$ cat config.mk
export PLATFORM = sky130hd
export DESIGN_NAME = dual_window_peak_detector
export DESIGN_NICKNAME = d
export VERILOG_FILES = /design/src/rtl/pkdet_pkg.sv /design/src/rtl/pkdet_lane.sv /design/src/rtl/pkdet_merge.sv /design/src/rtl/pkdet_outq.sv /design/src/rtl/dual_window_peak_detector.sv
export SDC_FILE = /design/constraint.sdc
export NUM_CORES = 2
export LEC_CHECK = 0
export BUFFER_PORTS_ARGS = -buffer_cell sky130_fd_sc_hd__buf_2
export CORE_MARGIN = 2
export CORE_UTILIZATION = 61
export DETAILED_ROUTE_END_ITERATION = 10
export GPL_ROUTABILITY_DRIVEN = 0
export PLACE_DENSITY = 0.78
export SYNTH_ARGS = -nofsm -noshare
export SYNTH_HDL_FRONTEND = slang
export SYNTH_SLANG_ARGS = --single-unit
$ cat constraint.sdc
create_clock -name clk -period 14.26 [get_ports clk]
set_clock_uncertainty 0.15 [all_clocks]
set_input_delay 2.852 -clock clk [delete_from_list [all_inputs] [get_ports clk]]
set_output_delay 2.852 -clock clk [all_outputs]
set_load 0.005 [all_outputs]
$ cat src/rtl/pkdet_pkg.sv
`timescale 1ns / 1ps
// ----------------------------------------------------------------------------
// Dual-window peak detector package
// Shared widths, register indexes, lane state and result types.
// ----------------------------------------------------------------------------
package pkdet_pkg;

    localparam int INDEX_BITS = 32;
    localparam int TSTAT_BITS = 24;
    localparam int LEVEL_BITS = TSTAT_BITS + 1;
    localparam int MASK_BITS  = INDEX_BITS + 1;
    localparam int WIN_BITS   = 12;
    localparam int POS_BITS   = 32;
    localparam int CFG_BITS   = 24;
    localparam int CFG_IDX_BITS = 3;

    localparam int OUTQ_DEPTH = 4;
    localparam int OUTQ_AW    = 2;
    localparam int OUTQ_CW    = 3;

    localparam logic [CFG_IDX_BITS-1:0] REG_RISE_MIN        = 3'd0;
    localparam logic [CFG_IDX_BITS-1:0] REG_SHORT_THRESHOLD = 3'd1;
    localparam logic [CFG_IDX_BITS-1:0] REG_LONG_THRESHOLD  = 3'd2;
    localparam logic [CFG_IDX_BITS-1:0] REG_SHORT_WINDOW    = 3'd3;
    localparam logic [CFG_IDX_BITS-1:0] REG_LONG_WINDOW     = 3'd4;

    localparam logic [LEVEL_BITS-1:0] TS_INF = {1'b1, {TSTAT_BITS{1'b0}}};
    localparam logic [INDEX_BITS-1:0] IDX_MAX = {INDEX_BITS{1'b1}};

    typedef struct packed {
        logic [LEVEL_BITS-1:0] level;
        logic [INDEX_BITS-1:0] sample;
        logic                  is_open;
        logic                  confirmed;
    } lane_state_t;

    localparam lane_state_t LANE_RESET = '{
        level:     TS_INF,
        sample:    '0,
        is_open:   1'b0,
        confirmed: 1'b0
    };

    typedef struct packed {
        lane_state_t           next;
        logic                  emit;
        logic                  was_open;
        logic [LEVEL_BITS-1:0] upd_level;
        logic [INDEX_BITS-1:0] upd_sample;
    } lane_out_t;

    typedef struct packed {
        logic [POS_BITS-1:0] peak_position;
        logic                from_long_window;
        logic                last_of_item;
    } result_t;

endpackage

$ cat src/rtl/pkdet_lane.sv
`timescale 1ns / 1ps
// ----------------------------------------------------------------------------
// Peak detector lane
// One channel's trough tracking, peak following, confirmation and hold-off.
// ----------------------------------------------------------------------------
module pkdet_lane (
    input  logic [pkdet_pkg::TSTAT_BITS-1:0] cur,
    input  logic [pkdet_pkg::INDEX_BITS-1:0] idx,
    input  pkdet_pkg::lane_state_t           state,
    input  logic [pkdet_pkg::TSTAT_BITS-1:0] rise_min,
    input  logic [pkdet_pkg::TSTAT_BITS-1:0] threshold,
    input  logic [pkdet_pkg::WIN_BITS-1:0]   window,
    output pkdet_pkg::lane_out_t             result
);

    logic [pkdet_pkg::LEVEL_BITS-1:0] cur_x;
    logic [pkdet_pkg::LEVEL_BITS-1:0] ph_x;
    logic [pkdet_pkg::LEVEL_BITS-1:0] thr_x;
    logic [pkdet_pkg::LEVEL_BITS-1:0] lv1;
    logic [pkdet_pkg::INDEX_BITS-1:0] sp1;
    logic [pkdet_pkg::INDEX_BITS-1:0] half_win;
    logic                             conf1;

    assign cur_x    = {1'b0, cur};
    assign ph_x     = {1'b0, rise_min};
    assign thr_x    = {1'b0, threshold};
    assign half_win = pkdet_pkg::INDEX_BITS'(window >> 1);

    // The peak follows the running maximum while it is open.
    assign lv1 = (cur_x > state.level) ? cur_x : state.level;
    assign sp1 = (cur_x > state.level) ? idx : state.sample;

    assign conf1 = state.confirmed
                 | ((lv1 > cur_x) && ((lv1 - cur_x) > ph_x) && (lv1 > thr_x));

    always_comb
    begin
        result            = '0;
        result.next       = state;
        result.emit       = 1'b0;
        result.was_open   = state.is_open;
        result.upd_level  = lv1;
        result.upd_sample = sp1;
        if (!state.is_open)
        begin
            if (cur_x < state.level)
            begin
                result.next.level = cur_x;
            end
            else if ((cur_x - state.level) > ph_x)
            begin
                result.next.level   = cur_x;
                result.next.sample  = idx;
                result.next.is_open = 1'b1;
            end
        end
        else
        begin
            result.next.level     = lv1;
            result.next.sample    = sp1;
            result.next.confirmed = conf1;
            if (conf1 && (idx >= sp1) && ((idx - sp1) > half_win))
            begin
                result.emit           = 1'b1;
                result.next.is_open   = 1'b0;
                result.next.level     = cur_x;
                result.next.confirmed = 1'b0;
            end
        end
    end

endmodule

$ cat src/rtl/pkdet_merge.sv
`timescale 1ns / 1ps
// ----------------------------------------------------------------------------
// Peak detector merge stage
// Applies the short-channel mask to the long lane and orders the results.
// ----------------------------------------------------------------------------
module pkdet_merge (
    input  pkdet_pkg::lane_out_t             short_res,
    input  pkdet_pkg::lane_out_t             long_res,
    input  pkdet_pkg::lane_state_t           short_state,
    input  pkdet_pkg::lane_state_t           long_state,
    input  logic [pkdet_pkg::TSTAT_BITS-1:0] long_cur,
    input  logic [pkdet_pkg::INDEX_BITS-1:0] idx,
    input  logic [pkdet_pkg::MASK_BITS-1:0]  mask_until,
    input  logic [pkdet_pkg::TSTAT_BITS-1:0] short_threshold,
    input  logic [pkdet_pkg::WIN_BITS-1:0]   short_window,
    output pkdet_pkg::lane_state_t           short_next,
    output pkdet_pkg::lane_state_t           long_next,
    output logic [pkdet_pkg::MASK_BITS-1:0]  mask_next,
    output pkdet_pkg::result_t               res0,
    output pkdet_pkg::result_t               res1,
    output logic [1:0]                       res_count
);

    logic short_run;
    logic kill_long;
    logic long_skip;
    logic short_emit;
    logic long_emit;
    pkdet_pkg::result_t short_item;
    pkdet_pkg::result_t long_item;

    assign short_run = (idx != '0);

    // A strong open short peak resets the long channel and masks it.
    assign kill_long = short_run && short_res.was_open
                     && (short_res.upd_level > {1'b0, short_threshold});

    assign mask_next = kill_long
        ? ({1'b0, short_res.upd_sample} + pkdet_pkg::MASK_BITS'(short_window))
        : mask_until;

    assign long_skip = (mask_next >= {1'b0, idx});

    assign short_next = short_run ? short_res.next : short_state;
    assign short_emit = short_run && short_res.emit;
    assign long_emit  = !kill_long && !long_skip && long_res.emit;

    always_comb
    begin
        long_next = long_state;
        if (kill_long)
        begin
            if (long_skip)
            begin
                long_next = pkdet_pkg::LANE_RESET;
            end
            else
            begin
                // A cleared channel simply takes the sample as its trough.
                long_next.level     = {1'b0, long_cur};
                long_next.is_open   = 1'b0;
                long_next.confirmed = 1'b0;
            end
        end
        else if (!long_skip)
        begin
            long_next = long_res.next;
        end
    end

    always_comb
    begin
        short_item.peak_position    = short_res.upd_sample[pkdet_pkg::POS_BITS-1:0];
        short_item.from_long_window = 1'b0;
        short_item.last_of_item     = !long_emit;
        long_item.peak_position     = long_res.upd_sample[pkdet_pkg::POS_BITS-1:0];
        long_item.from_long_window  = 1'b1;
        long_item.last_of_item      = 1'b1;
    end

    assign res0      = short_emit ? short_item : long_item;
    assign res1      = long_item;
    assign res_count = {1'b0, short_emit} + {1'b0, long_emit};

endmodule

$ cat src/rtl/pkdet_outq.sv
`timescale 1ns / 1ps
// ----------------------------------------------------------------------------
// Peak detector result queue
// Small queue that takes up to two results a cycle and hands out one.
// ----------------------------------------------------------------------------
module pkdet_outq (
    input  logic               clk,
    input  logic               rst_n,
    input  logic [1:0]         wr_count,
    input  pkdet_pkg::result_t wr_data0,
    input  pkdet_pkg::result_t wr_data1,
    input  logic               rd,
    output pkdet_pkg::result_t head,
    output logic               not_empty,
    output logic               no_room
);

    pkdet_pkg::result_t                 entry_reg [pkdet_pkg::OUTQ_DEPTH];
    logic [pkdet_pkg::OUTQ_AW-1:0]      wr_ptr_reg;
    logic [pkdet_pkg::OUTQ_AW-1:0]      wr_ptr_next;
    logic [pkdet_pkg::OUTQ_AW-1:0]      rd_ptr_reg;
    logic [pkdet_pkg::OUTQ_AW-1:0]      rd_ptr_next;
    logic [pkdet_pkg::OUTQ_CW-1:0]      count_reg;
    logic [pkdet_pkg::OUTQ_CW-1:0]      count_next;
    logic [pkdet_pkg::OUTQ_AW-1:0]      wr_ptr_plus1;

    assign wr_ptr_plus1 = wr_ptr_reg + 1'b1;
    assign wr_ptr_next  = wr_ptr_reg + pkdet_pkg::OUTQ_AW'(wr_count);
    assign rd_ptr_next  = rd_ptr_reg + pkdet_pkg::OUTQ_AW'(rd);
    assign count_next   = count_reg + pkdet_pkg::OUTQ_CW'(wr_count)
                        - pkdet_pkg::OUTQ_CW'(rd);

    assign head      = entry_reg[rd_ptr_reg];
    assign not_empty = (count_reg != '0);
    // Room for two results must be there before an item is taken.
    assign no_room   = (count_reg > pkdet_pkg::OUTQ_CW'(pkdet_pkg::OUTQ_DEPTH - 2));

    always_ff @(posedge clk or negedge rst_n)
    begin
        if (!rst_n)
        begin
            wr_ptr_reg <= '0;
            rd_ptr_reg <= '0;
            count_reg  <= '0;
        end
        else
        begin
            wr_ptr_reg <= wr_ptr_next;
            rd_ptr_reg <= rd_ptr_next;
            count_reg  <= count_next;
        end
    end

    always_ff @(posedge clk)
    begin
        if (wr_count != 2'd0)
        begin
            entry_reg[wr_ptr_reg] <= wr_data0;
        end
        if (wr_count == 2'd2)
        begin
            entry_reg[wr_ptr_plus1] <= wr_data1;
        end
    end

endmodule

$ cat src/rtl/dual_window_peak_detector.sv
`timescale 1ns / 1ps
// Throughput: one item per cycle while items give at most one result each and
//   the output is not stalled; an item with two results hands them out in turn
//   through the single output port, and the four-entry result queue takes a new
//   item only while it has room for two; results are offered from its registers.
// Reset: rst_n clears the detector state, sample counter and queue at once and
//   loads the register defaults; a start-of-read item clears the detector too.
// ----------------------------------------------------------------------------
// Dual-window peak detector
// Short and long t-statistic channels run as two parallel lanes; a merge stage
// applies the short-peak mask to the long lane and queues the sample indexes
// of confirmed peaks, short channel first.
// ----------------------------------------------------------------------------
module dual_window_peak_detector (
    input  logic                                clk,
    input  logic                                rst_n,
    // Configuration write port
    input  logic                                cfg_we,
    input  logic [pkdet_pkg::CFG_IDX_BITS-1:0]  cfg_index,
    input  logic [pkdet_pkg::CFG_BITS-1:0]      cfg_data,
    // Input item channel
    input  logic                                in_valid,
    output logic                                in_stall,
    input  logic                                start_of_read,
    input  logic [pkdet_pkg::TSTAT_BITS-1:0]    short_tstat,
    input  logic [pkdet_pkg::TSTAT_BITS-1:0]    long_tstat,
    // Result item channel
    output logic                                out_valid,
    input  logic                                out_stall,
    output logic [pkdet_pkg::POS_BITS-1:0]      peak_position,
    output logic                                from_long_window,
    output logic                                last_of_item
);

    // Configuration registers.
    logic [pkdet_pkg::TSTAT_BITS-1:0] rise_min_reg;
    logic [pkdet_pkg::TSTAT_BITS-1:0] short_threshold_reg;
    logic [pkdet_pkg::TSTAT_BITS-1:0] long_threshold_reg;
    logic [pkdet_pkg::WIN_BITS-1:0]   short_window_reg;
    logic [pkdet_pkg::WIN_BITS-1:0]   long_window_reg;

    // Detector state.
    logic [pkdet_pkg::INDEX_BITS-1:0] sample_count_reg;
    logic [pkdet_pkg::INDEX_BITS-1:0] sample_count_next;
    pkdet_pkg::lane_state_t           short_state_reg;
    pkdet_pkg::lane_state_t           short_state_next;
    pkdet_pkg::lane_state_t           long_state_reg;
    pkdet_pkg::lane_state_t           long_state_next;
    logic [pkdet_pkg::MASK_BITS-1:0]  mask_until_reg;
    logic [pkdet_pkg::MASK_BITS-1:0]  mask_until_next;

    logic                             accept;
    logic                             pop;
    logic [pkdet_pkg::INDEX_BITS-1:0] idx;
    pkdet_pkg::lane_state_t           short_eff;
    pkdet_pkg::lane_state_t           long_eff;
    logic [pkdet_pkg::MASK_BITS-1:0]  mask_eff;
    pkdet_pkg::lane_out_t             short_res;
    pkdet_pkg::lane_out_t             long_res;
    pkdet_pkg::result_t               res0;
    pkdet_pkg::result_t               res1;
    pkdet_pkg::result_t               head;
    logic [1:0]                       res_count;
    logic                             q_not_empty;
    logic                             q_no_room;

    assign accept = in_valid && !in_stall;
    assign pop    = out_valid && !out_stall;

    // A start-of-read item sees a freshly cleared detector and is sample zero.
    assign idx       = start_of_read ? '0 : sample_count_reg;
    assign short_eff = start_of_read ? pkdet_pkg::LANE_RESET : short_state_reg;
    assign long_eff  = start_of_read ? pkdet_pkg::LANE_RESET : long_state_reg;
    assign mask_eff  = start_of_read ? '0 : mask_until_reg;

    // The counter stops at its top value; later samples share that index.
    assign sample_count_next = (idx == pkdet_pkg::IDX_MAX) ? idx : idx + 1'b1;

    // Both lanes evaluate the same sample side by side. The long lane always
    // runs on its own state; the merge stage decides whether the short
    // channel's mask overrides what it found.
    pkdet_lane u_short_lane (
        .cur         (short_tstat),
        .idx         (idx),
        .state       (short_eff),
        .rise_min    (rise_min_reg),
        .threshold   (short_threshold_reg),
        .window      (short_window_reg),
        .result      (short_res)
    );

    pkdet_lane u_long_lane (
        .cur         (long_tstat),
        .idx         (idx),
        .state       (long_eff),
        .rise_min    (rise_min_reg),
        .threshold   (long_threshold_reg),
        .window      (long_window_reg),
        .result      (long_res)
    );

    pkdet_merge u_merge (
        .short_res       (short_res),
        .long_res        (long_res),
        .short_state     (short_eff),
        .long_state      (long_eff),
        .long_cur        (long_tstat),
        .idx             (idx),
        .mask_until      (mask_eff),
        .short_threshold (short_threshold_reg),
        .short_window    (short_window_reg),
        .short_next      (short_state_next),
        .long_next       (long_state_next),
        .mask_next       (mask_until_next),
        .res0            (res0),
        .res1            (res1),
        .res_count       (res_count)
    );

    // The result queue separates the two channels, so an item is taken even
    // while an earlier result waits on a stalled output.
    pkdet_outq u_outq (
        .clk       (clk),
        .rst_n     (rst_n),
        .wr_count  (accept ? res_count : 2'd0),
        .wr_data0  (res0),
        .wr_data1  (res1),
        .rd        (pop),
        .head      (head),
        .not_empty (q_not_empty),
        .no_room   (q_no_room)
    );

    assign in_stall         = q_no_room;
    assign out_valid        = q_not_empty;
    assign peak_position    = head.peak_position;
    assign from_long_window = head.from_long_window;
    assign last_of_item     = head.last_of_item;

    // Configuration writes; indexes outside the register list are ignored.
    always_ff @(posedge clk or negedge rst_n)
    begin
        if (!rst_n)
        begin
            rise_min_reg        <= pkdet_pkg::TSTAT_BITS'(256);
            short_threshold_reg <= pkdet_pkg::TSTAT_BITS'(2048);
            long_threshold_reg  <= pkdet_pkg::TSTAT_BITS'(1024);
            short_window_reg    <= pkdet_pkg::WIN_BITS'(6);
            long_window_reg     <= pkdet_pkg::WIN_BITS'(12);
        end
        else if (cfg_we)
        begin
            unique case (cfg_index)
                pkdet_pkg::REG_RISE_MIN:
                begin
                    rise_min_reg <= cfg_data[pkdet_pkg::TSTAT_BITS-1:0];
                end
                pkdet_pkg::REG_SHORT_THRESHOLD:
                begin
                    short_threshold_reg <= cfg_data[pkdet_pkg::TSTAT_BITS-1:0];
                end
                pkdet_pkg::REG_LONG_THRESHOLD:
                begin
                    long_threshold_reg <= cfg_data[pkdet_pkg::TSTAT_BITS-1:0];
                end
                pkdet_pkg::REG_SHORT_WINDOW:
                begin
                    short_window_reg <= cfg_data[pkdet_pkg::WIN_BITS-1:0];
                end
                pkdet_pkg::REG_LONG_WINDOW:
                begin
                    long_window_reg <= cfg_data[pkdet_pkg::WIN_BITS-1:0];
                end
                default:
                begin
                end
            endcase
        end
    end

    // Detector state advances once per accepted item.
    always_ff @(posedge clk or negedge rst_n)
    begin
        if (!rst_n)
        begin
            sample_count_reg <= '0;
            short_state_reg  <= pkdet_pkg::LANE_RESET;
            long_state_reg   <= pkdet_pkg::LANE_RESET;
            mask_until_reg   <= '0;
        end
        else if (accept)
        begin
            sample_count_reg <= sample_count_next;
            short_state_reg  <= short_state_next;
            long_state_reg   <= long_state_next;
            mask_until_reg   <= mask_until_next;
        end
    end

endmodule

== Word level (Yosys, flattened, before mapping) ==
Memories as Yosys holds them, arrays and structs flattened.
Index checks and enable logic that the tools add are counted.

* Bits in registers: 286
* Latch bits: 0
* RAM bits: 136
* Memory bits (read-only): 0
* Bits of input ports: 81
* Output and inout bits: 36
* Logic and storage cells: 123
* Memories: 1

{| class="wikitable"
|+ Memories
! memory !! words !! width !! rd ports !! clocked after Yosys merged registers in !! write ports !! line !! source
|-
| u_outq.entry_reg || 4 || 34 || 1 || 0 || 2 || pkdet_outq.sv:18 || <nowiki>pkdet_pkg::result_t entry_reg [pkdet_pkg::OUTQ_DEPTH];</nowiki>
|}

* Add/sub/neg operators: 14
* Multiply operators: 0
* Div/mod/pow operators: 0
* Order comparisons: 18
* Equality and inequality tests: 6
* Shift operators: 0
* Multiplexer cells: 35
* Bitwise operators: 2
* Reduce and logical (&&, ||, !) cells: 29

{| class="wikitable"
|+ Operator list
! cell !! number
|-
| $mux W59 || 5
|-
| $mux W58 || 4
|-
| $gt A25 B24 Y1 || 8
|-
| $mux W25 || 7
|-
| $mux W32 || 5
|-
| $mux W33 || 4
|-
| $ge A32 B32 Y1 || 2
|-
| $gt A32 B11 Y1 || 2
|-
| $sub A32 B32 Y32 || 2
|-
| $gt A24 B25 Y1 || 2
|-
| $lt A24 B25 Y1 || 2
|-
| $sub A24 B25 Y25 || 2
|-
| $sub A25 B24 Y25 || 2
|-
| $mux W34 || 1
|-
| $add A32 B12 Y33 || 1
|-
| $ge A33 B32 Y1 || 1
|-
| $add A32 B1 Y32 const B || 1
|-
| $eq A32 B32 Y1 const B || 1
|-
| $reduce_bool A32 Y1 || 1
|-
| $logic_and A1 B1 Y1 || 15
|-
| $reduce_and A2 Y1 || 5
|-
| $eq A3 B2 Y1 const B || 2
|-
| $mux W2 || 3
|-
| $mux W3 || 2
|-
| other kinds (16) || 24
|}

== Longest topological paths before layout ==
* Depth in word-level cells: 18
* Gate-level depth with buffers: 52
* Gate-level depth less buffers: 46

== By module ==
Synthesis repeated with hierarchy kept, for this count alone.

* Cells, all modules: 4655
* Area, all modules: 40729.1 µm²

{| class="wikitable"
|+ By module, submodules not included
! module !! instances !! cells an instance !! area an instance (µm²) !! sequential area each (µm²)
|-
| dual_window_peak_detector || 1 || 1236 || 12229.2 || 6993.0
|-
| pkdet_lane at u_long_lane || 1 || 1207 || 8370.5 || 0.0
|-
| pkdet_lane at u_short_lane || 1 || 1112 || 7906.3 || 0.0
|-
| pkdet_outq || 1 || 367 || 6985.4 || 4259.1
|-
| pkdet_merge || 1 || 733 || 5237.5 || 0.0
|}

== Worst setup path before layout ==
OpenSTA, ideal clock, no wires.

* Path type: in2reg
* From: input port start_of_read
* To: memory u_outq.entry_reg[1][10] (netlist name) (enable)
* Setup time: 0.424 ns
* Arrival: 13.210 ns
* Required time: 13.686 ns
* Setup slack: 0.476 ns
* Stages: 45
* Buffers on the path: 8
* Path through: clkinv_1 clkbuf_1 buf_1 clkbuf_1 clkbuf_1 nand2_1 ha_1 a21o_1 a21o_1 a31o_2 a221oi_1 and3b_1 nor2_1 clkbuf_1 clkbuf_1 clkbuf_1 nand2_1 o21ai_0 [... 9 more ...] a21o_1 a21oi_1 xnor2_1 ha_1 a22o_1 nor4_1 o21ai_0 nor3_1 o21ai_0 a221oi_1 a211o_1 a21oi_2 buf_2 and2_1 ha_1 mux2_2 nand2_1 nor2_1

{| class="wikitable"
|+ RTL lines
! element !! line !! source
|-
| from (decl) || dual_window_peak_detector.sv:24 || <nowiki>input logic start_of_read,</nowiki>
|-
| to (decl) || pkdet_outq.sv:18 ||
|}

==> flow_metrics.env <==
export IMPL_cap_viol_max_count=0
export IMPL_placedInstanceArea_um2=36900
export IMPL_cts_root_buffer_cell="sky130_fd_sc_hd__clkbuf_16"
export IMPL_io_buffers=116
export IMPL_ctsHoldBuffers=0
export IMPL_mean_area_per_synthesized_cell_um2=8.45
export IMPL_max_slew_margin_rel_pct=11.6
export IMPL_detail_route_wl_per_cell_um=23.7
export IMPL_remaining_drc_errors=1
export IMPL_die_area_um2=60100
export IMPL_finalCritPeriodShare_pct=95.5
export IMPL_timing_final_ws_setup_ns=0.648
export IMPL_critical_path_top_cell_by_count="sky130_fd_sc_hd__ha_1"
export IMPL_number_of_max_slew_violations_in_the_final_report=0
export IMPL_drtAntennaViolNets=0
export IMPL_finalWorstPathRequiredPeriod_ns=13.61
export IMPL_final_area_um2=38400
export IMPL_synth_adder_area_share_pct=13.9
export IMPL_synth_edff_count=128
export IMPL_largest_register_ff_count=136
export IMPL_cts_sink_count=421
export IMPL_area_growth_syn_to_layout_pct=8.22
export IMPL_post_synth_mux_area_share_pct=3.98
export IMPL_grt_pass1_wl_um=182000
export IMPL_synth_top_family_by_area="compound AO/OA/AOI/OAI gates"
export IMPL_power_density_nw_per_um2=169
export IMPL_global_route_usage_total_pct=38.8
export IMPL_min_delay_path_class="flip-flop to flip-flop"
export IMPL_yosysSeqAreaShare_pct=31.4
export IMPL_rsz0062_at_grt="no"
export IMPL_fmax_ghz=0.0735
export IMPL_outcome="complete, but fails checks"
export IMPL_finalHoldViolations=0
export IMPL_synth_lib_cells_used_distinct=86
export IMPL_pre_cts_setup_slack_ns=0.237
export IMPL_final_util_pct=66.7
export IMPL_totalWireLength_um=119000
export IMPL_synth_fp_nets=4669
export IMPL_post_dp_hpwl_um=88900
export IMPL_seq_power_share_pct=24.2
export IMPL_synthSimpleGateAreaFrac_pct=17.3
export IMPL_post_synth_instance_area_um2=35500
export IMPL_fin_setup_tns_ns=0
export IMPL_detailedRoute_firstPassIterationCount=11
export IMPL_start_util_pct=61.6
export IMPL_pwr_share_comb_pct=56.9
export IMPL_layout_nets=4695
export IMPL_timing_critical_path_fanout_max=56
export IMPL_detail_route_iter0_violations=4322
export IMPL_avgViaCountPerCell=6.86
export IMPL_vias=34465
export IMPL_synth_seq_cells=421
export IMPL_top_level_ports=117
export IMPL_max_buffers_root_to_sink=3
export IMPL_power_switching_share_pct=45.2
export IMPL_core_area_um2=57600
export IMPL_yosys_area_top_type_share_pct=19.5
export IMPL_tritoncts_clock_tree="built"
export IMPL_leakagePower_nw=16.7
export IMPL_tightestPinTransition_ns=1.32
export IMPL_finalSetupViolations=0
export IMPL_final_layout_size_suffix_gt1_share_pct=8.87
export IMPL_largest_net_degree_at_the_start_of_global_routing=97
export IMPL_arrival_ns=13.81
export IMPL_std_cell_rows=88
export IMPL_die_height_um=245
export IMPL_vias_in_the_first_global_route=32636
export IMPL_ys_async_sr_fraction_pct=67.7
export IMPL_power_share_clock_pct=18.9
export IMPL_die_w_um=245
export IMPL_clk_insertion_delay_late_ns=0.63
export IMPL_failed_checks="design-rule violations"
export IMPL_critical_path_top_delay_cell="sky130_fd_sc_hd__buf_4"
export IMPL_yosysMostFrequentCell="sky130_fd_sc_hd__nand2_1"
export IMPL_category_of_the_most_critical_setup_path="primary input to flip-flop"
export IMPL_overflow=0
export IMPL_netlist_top_cell_by_area="sky130_fd_sc_hd__dfrtp_1"
export IMPL_post_synth_most_frequent_cells="sky130_fd_sc_hd__nand2_1, sky130_fd_sc_hd__ha_1, sky130_fd_sc_hd__o21ai_0"
export IMPL_postSynth_topFlopCell="sky130_fd_sc_hd__dfrtp_1"
export IMPL_netlist_instances=4199
export IMPL_synth_xor_xnor_area_share_pct=4.17
export IMPL_synth_warning_count=0
export IMPL_synth_compound_gate_area_share_pct=24.2
export IMPL_cts_buffers=47
export IMPL_cts_htree_levels=2
export IMPL_maximum_vdd_ir_drop_v=0.000148
export IMPL_placed_cells=4941
export IMPL_power_switching_mw=2.94
export IMPL_cts_clk_slew_worst_paths_ns=0.06
export IMPL_internal_power_mw=3.56
export IMPL_antennaDiodeCount=0
export IMPL_finish_cell_count_without_fillers=5026
export IMPL_synth_area_leaders="sky130_fd_sc_hd__dfrtp_1, sky130_fd_sc_hd__ha_1, sky130_fd_sc_hd__edfxtp_1"
export IMPL_antenna_found_initial=1
export IMPL_slowest_delay_ns=0.68
export IMPL_start_kind="primary input"
export IMPL_timing_critical_path_required_ns=14.45
export IMPL_critical_path_endpoint_type="flip-flop"
-- final cells by class --
type                       count  area [µm²]
clock buffer                  65        1300
clock inverter                20         201
fill                        4812       19200
inverter                     253         952
multi-input combinational   3315       22700
sequential                   421       11100
tap                          765         957
timing repair buffer         187        1140
-- stage by stage --
stage	power, mW	hold slack, ns
after floorplan	4.12	0.285
after global placement	5.08	0.296
after detailed placement	5.16	0.306
after CTS	6.39	0.320
after global routing	6.90	0.332
final	6.50	0.321
-- logic make-up after synthesis --
logic type,count (synthesis)
compound gates,1325
xor+xnor,169
fa+ha+maj,389
buf+inv,463
flops,421
mux,95
simple gates,1337
-- cells in the final DEF, fill, tap and decap left out, types with 19 or more instances in the layout --
cell and n:
sky130_fd_sc_hd__a2111oi_0 19, sky130_fd_sc_hd__a211oi_1 41, sky130_fd_sc_hd__a21o_1 110, sky130_fd_sc_hd__a21oi_1 248, sky130_fd_sc_hd__a22o_1 20, sky130_fd_sc_hd__a31oi_1 25, sky130_fd_sc_hd__a32oi_1 39, sky130_fd_sc_hd__and3_1 33
sky130_fd_sc_hd__buf_2 115, sky130_fd_sc_hd__buf_4 70, sky130_fd_sc_hd__clkbuf_16 47, sky130_fd_sc_hd__dfrtp_1 275, sky130_fd_sc_hd__edfxtp_1 128, sky130_fd_sc_hd__ha_1 381, sky130_fd_sc_hd__inv_1 252, sky130_fd_sc_hd__mux2_2 28
sky130_fd_sc_hd__mux2i_1 33, sky130_fd_sc_hd__mux4_2 34, sky130_fd_sc_hd__nand2_1 655, sky130_fd_sc_hd__nand2b_1 37, sky130_fd_sc_hd__nand3_1 95, sky130_fd_sc_hd__nand4_1 77, sky130_fd_sc_hd__nor2_1 196, sky130_fd_sc_hd__nor2b_1 41
sky130_fd_sc_hd__nor3_1 58, sky130_fd_sc_hd__nor4_1 34, sky130_fd_sc_hd__o211ai_1 28, sky130_fd_sc_hd__o21a_1 41, sky130_fd_sc_hd__o21ai_0 358, sky130_fd_sc_hd__o21ai_1 20, sky130_fd_sc_hd__o21bai_1 29, sky130_fd_sc_hd__o22ai_1 136
sky130_fd_sc_hd__o2bb2ai_1 35, sky130_fd_sc_hd__xnor2_1 119, sky130_fd_sc_hd__xor2_1 50
-- critical path, delay by kind of cell --
kind                       cells  cell delay [ns]
AOI/OAI and AO/OA             19             4.99
xor gates and xnor gates       1             0.15
adders and majority gates      5             1.74
buffers and inverters          6             1.69
muxes                          2             0.76
and+or+nand+nor                7             1.50
-- routing by layer --
metal	up-vias	share of wire, %	track usage, %
met2	2171	46	62.8
met5	-	0	0
li1	15577	-	-
met1	16148	37	47.6
met4	0	7.6	25.6
met3	569	9.8	6.67
-- repair_timing --
action	in CTS	in global routing
buffers inserted	0	0
setup endpoints to repair	0	3
gates resized for setup	0	1
-- path summary, 6_finish.rpt --
kind / from / cells after the start / endpoint / slack [ns]
worst max-delay path: start_of_read / 40 / u_outq.entry_reg[1][24]$_DFFE_PP_ / 0.65
worst min-delay path: u_outq.entry_reg[0][1]$_SDFFE_PP1P_ / 1 / u_outq.entry_reg[0][1]$_SDFFE_PP1P_ / 0.32
worst max register to register: short_state_reg[44]$_DFFE_PN0P_ / 35 / u_outq.entry_reg[1][24]$_DFFE_PP_ / 3.03
worst min register to register: u_outq.entry_reg[0][1]$_SDFFE_PP1P_ / 1 / u_outq.entry_reg[0][1]$_SDFFE_PP1P_ / 0.32
max in group asynchronous: rst_n / 3 / long_state_reg[28]$_DFFE_PN0P_ / 9.66
min in group asynchronous: rst_n / 1 / long_state_reg[48]$_DFFE_PN0P_ / 2.13
-- power by group through the flow --
stage | sequential [mW] | combinational, mW | clock, mW
final | 1.57 | 3.70 | 1.23
after floorplan | 1.53 | 2.59 | 0
after global placement | 1.58 | 3.50 | 0
after CTS | 1.57 | 3.59 | 1.23
after global routing | 1.59 | 4.03 | 1.28
after detailed placement | 1.59 | 3.57 | 0
(Power assumes the default switching activity.)
